[src/rtl/idct_ram.sv]
`timescale 1ns / 1ps
// ----------------------------------------------------------------------------
// idct_ram
// Generic single-write, single-read RAM with registered read data.
// ----------------------------------------------------------------------------
module idct_ram #(
    parameter int WIDTH = 8,
    parameter int DEPTH = 64
) (
    input  logic                     clk,
    input  logic                     wr_en,
    input  logic [$clog2(DEPTH)-1:0] wr_addr,
    input  logic [WIDTH-1:0]         wr_data,
    input  logic [$clog2(DEPTH)-1:0] rd_addr,
    output logic [WIDTH-1:0]         rd_data
);

    logic [WIDTH-1:0] mem [DEPTH];

    // write port and registered read port
    always_ff @(posedge clk)
    begin
        if (wr_en)
        begin
            mem[wr_addr] <= wr_data;
        end
        rd_data <= mem[rd_addr];
    end

endmodule

[config.mk]
export PLATFORM = sky130hd
export DESIGN_NAME = idct_ram
export DESIGN_NICKNAME = d
export VERILOG_FILES = /design/src/rtl/idct_ram.sv
export SDC_FILE = /design/constraint.sdc
export NUM_CORES = 1
export LEC_CHECK = 0
export ABC_AREA = 0
export BUFFER_PORTS_ARGS = -buffer_cell sky130_fd_sc_hd__buf_2
export CORE_UTILIZATION = 45
export CTS_BUF_LIST = sky130_fd_sc_hd__clkbuf_16
export CTS_CLUSTER_DIAMETER = 120
export DETAILED_ROUTE_END_ITERATION = 12
export PLACE_DENSITY = 0.71
export SYNTH_ARGS = -nofsm -noshare
export SYNTH_HDL_FRONTEND = slang
export SYNTH_SLANG_ARGS = --single-unit
[constraint.sdc]
create_clock -name clk -period 2.41 [get_ports clk]
set_input_delay 0.723 -clock clk [delete_from_list [all_inputs] [get_ports clk]]
set_output_delay 0.723 -clock clk [all_outputs]
set_load 0.005 [all_outputs]
==> results.tsv <==
stage	metric	value	unit
worst_setup_path	peak fanout along the critical path	8	
run	max_cap viols	0	
worst_setup_path	nature of the critical path endpoint	flip-flop	
place	port buffer count	29	
power_and_ir_drop	Peak VDD IR	0.647	mV
layout	net total in the final layout	1161	
die	IO Pins	30	
clock_tree	CTS Hold Bufs	0	
power_and_ir_drop	LEAKAGE	7.84	nW
run_status	outcome	completed	
global_route	pin count of the biggest net entering global routing	65	
worst_setup_path	RR Startpoint	mem[21][4]	
global_route	first-pass GRT wire length	65400	µm
routing	via density per instance	5.73	
logic_synthesis	area share of the largest cell type after synthesis	0.762	
logic_synthesis	Seq cells post-synth	520	
die	die area	0.0457	mm²
routing	drt pass-1 iters	5	
logic_synthesis	mux share of post-synthesis cell area	0.159	
clock_tree	clock sinks	520	
global_route	GRT Util Overall	0.200	
routing	antenna violation net count after detailed routing	0	
logic_synthesis	adder-cell share of the synthesized area	0	
sta	final number of setup-violating endpoints	0	
logic_synthesis	Syn Nets	962	
place	Post-DP Area	0.0222	mm²
layout	final core utilization	0.538	
routing	Initial DRC Count	1035	
layout	Area Overhead vs Synth	18.1	%
clock_tree	CTS Buf Count	50	
sta	Fin Hold WS	0.549	ns
logic_synthesis	Compound-Gate Fraction of Synth Area	0.0207	
clock_tree	clk root buf	clkbuf_16	
routing	Vias	10200	
sta	max_slew headroom	0.163	
logic_synthesis	XOR/XNOR Fraction of Synth Area	0	
clock_tree	CTS clock-pin slew for the worst setup and hold paths	0.06	ns
worst_setup_path	Register-to-Register Path Depth	5	
worst_setup_path	Worst Setup Path Type	in -> reg	
worst_setup_path	CP startpoint kind	primary input	
clock_tree	CTS tree	yes	
clock_tree	CTS resizes	0	
layout	most frequent cells in the layout	512 x edfxtp_1, 159 x buf_4, 126 x mux4_2	
place	routability cong.	0.841	
layout	post-route cell area	0.0238	mm²
power_and_ir_drop	Overall Power	0.0188	W
worst_hold_path	Hold Crit Class	in -> reg	
global_route	vias in the first global route	10200	
sta	Tmin final	2.14	ns
logic_synthesis	post-synth top area cell	edfxtp_1	
die	Rows	77	
power_and_ir_drop	PD cells	790	mW/mm²
logic_synthesis	Top FF cell, synth	edfxtp_1	
sta	final hold vios	0	
sta	fin crit share	0.886	
logic_synthesis	Synth Warn #	0	
clock_tree	postcts setup bufs	0	
logic_synthesis	Post-Synth Simple-Gate Area	0.0339	
logic_synthesis	Syn Area/Cell	21.5	µm²
logic_synthesis	synth top area cells	edfxtp_1 76%, mux4_2 14%, nor2_1 1.5%	
sta	Clock Skews	0.0161	ns
sta	f_max	0.468	GHz
layout	layout cells sized above 1	0.350	
logic_synthesis	register area share after synthesis	0.770	
die	DIE WIDTH	214	µm
global_route	grt ovf	0	
sta	Final Max Slew Viols	0	
logic_synthesis	largest family of logic cells by synthesized area	multiplexers	
worst_setup_path	R2R Path End	rd_data[4]	
worst_setup_path	CP Launch Point	rd_addr[0]	
sta	Least-Margin Pin Slew	1.26	ns
layout	commonest non-fill, non-tap cell in the layout	edfxtp_1	
routing	drt total wl	43700	µm
worst_setup_path	crit path to	rd_data[4]	
clock_tree	clk buf depth	3	
sta	setup ws final	0.274	ns
worst_setup_path	crit path DAT	2.61	ns
logic_synthesis	Distinct cells, synth	40	
worst_setup_path	WP data required	2.88	ns
place	DP Worst Slack	-0.319	ns
clock_tree	Clk Latency, worst-skew pair	0.59	ns
die	Initial Utilization	0.456	
routing	DRC viols	0	
global_route	initial antenna violation count	4	
clock_tree	H-tree depth	2	
worst_setup_path	r2r setup slk	0.41	ns
sta	RSZ-0062 raised after global routing	false	
routing	WL per Instance	24.6	µm
die	core area	0.0442	mm²
logic_synthesis	EDFF count, synth	512	
logic_synthesis	Post-Synthesis Cells	940	
logic_synthesis	Synth async-reset ratio	0	
logic_synthesis	Synth Cell Area	0.0202	mm²
place	DP Wirelength	28700	µm
die	Die Ht	214	µm
==> report_power, final <==
group	total [W]	internal (W)	switching [W]
Clock	0.00775	0.00450	0.00325
Combinational	0.00101	0.000440	0.000574
Sequential	0.0100	0.0100	0.0000364
Total	0.0188	0.0149	0.00386
==> sequential cells by signal, indices dropped and copies added (netlist names) <==
name,count
rd_data,8
mem,512
==> per-stage QoR <==
stage | std cells | TNS [ns]
2_1_floorplan | 940 | 0
6_report | 1773 | 0
3_3_place_gp | 1679 | -1.95
4_1_cts | 1772 | 0
3_5_place_dp | 1679 | -2.15
5_1_grt | 1773 | 0
==> worst min path at each step <==
stage | from | end | slack (ns) | depth (start not counted)
finish | rd_addr[5] | rd_data[2] | 0.55 | 3
floorplan | mem[34][0] | rd_data[0] | 0.72 | 4
global placement | mem[26][4] | rd_data[4] | 0.82 | 3
detailed placement | mem[30][4] | rd_data[4] | 0.82 | 3
CTS | rd_addr[5] | rd_data[4] | 0.52 | 3
global route | rd_addr[5] | rd_data[2] | 0.54 | 3
==> layer usage <==
layer	part of all wire	vias to the layer above	GRT usage	wire length [µm]
met5	0.0010	-	0	44
met4	0.032	6	0.0712	1410
met3	0.081	85	0.0475	3560
li1	-	4329	-	-
met2	0.48	415	0.312	21000
met1	0.41	5316	0.279	17700
==> cell usage after synthesis (3+ instances only) <==
cell,count
mux2_2,13
buf_2,11
o22ai_1,8
o221ai_1,8
mux2i_1,23
nand2_1,19
edfxtp_1,512
nand3_1,13
nand3b_1,3
a21oi_1,3
a221oi_1,6
buf_4,13
buf_6,4
o2bb2ai_1,3
nor3_1,7
a211oi_1,4
buf_1,4
a22oi_1,3
o2111ai_1,3
nor2_1,83
dfxtp_1,8
nand2b_1,7
nor2b_1,14
mux4_2,126
clkbuf_1,17
==> critical path, stage by stage <==
cell and delay, ns:
clkbuf_8 0.19, buf_12 0.15, mux4_2 0.50, mux2_2 0.29, o221a_2 0.27, nor3_1 0.35
o32ai_1 0.13
==> cell families after synthesis <==
| logic type | count (synthesis) |
|---|---|
| AND/OR/NAND/NOR | 153 |
| flip-flops | 520 |
| multiplexers | 162 |
| AO/OA/AOI/OAI | 54 |
| buffers and inverters | 51 |
==> layout make-up <==
type / instances / area [µm²]
tap: 592 / 741
multi-input combinational: 369 / 4320
fill: 3277 / 20400
timing repair buffer: 198 / 1580
clock inverter: 42 / 363
clock buffer: 51 / 1280
sequential: 520 / 15500
antenna: 1 / 2.50
Note: power is estimated with default switching activity, not from simulation.
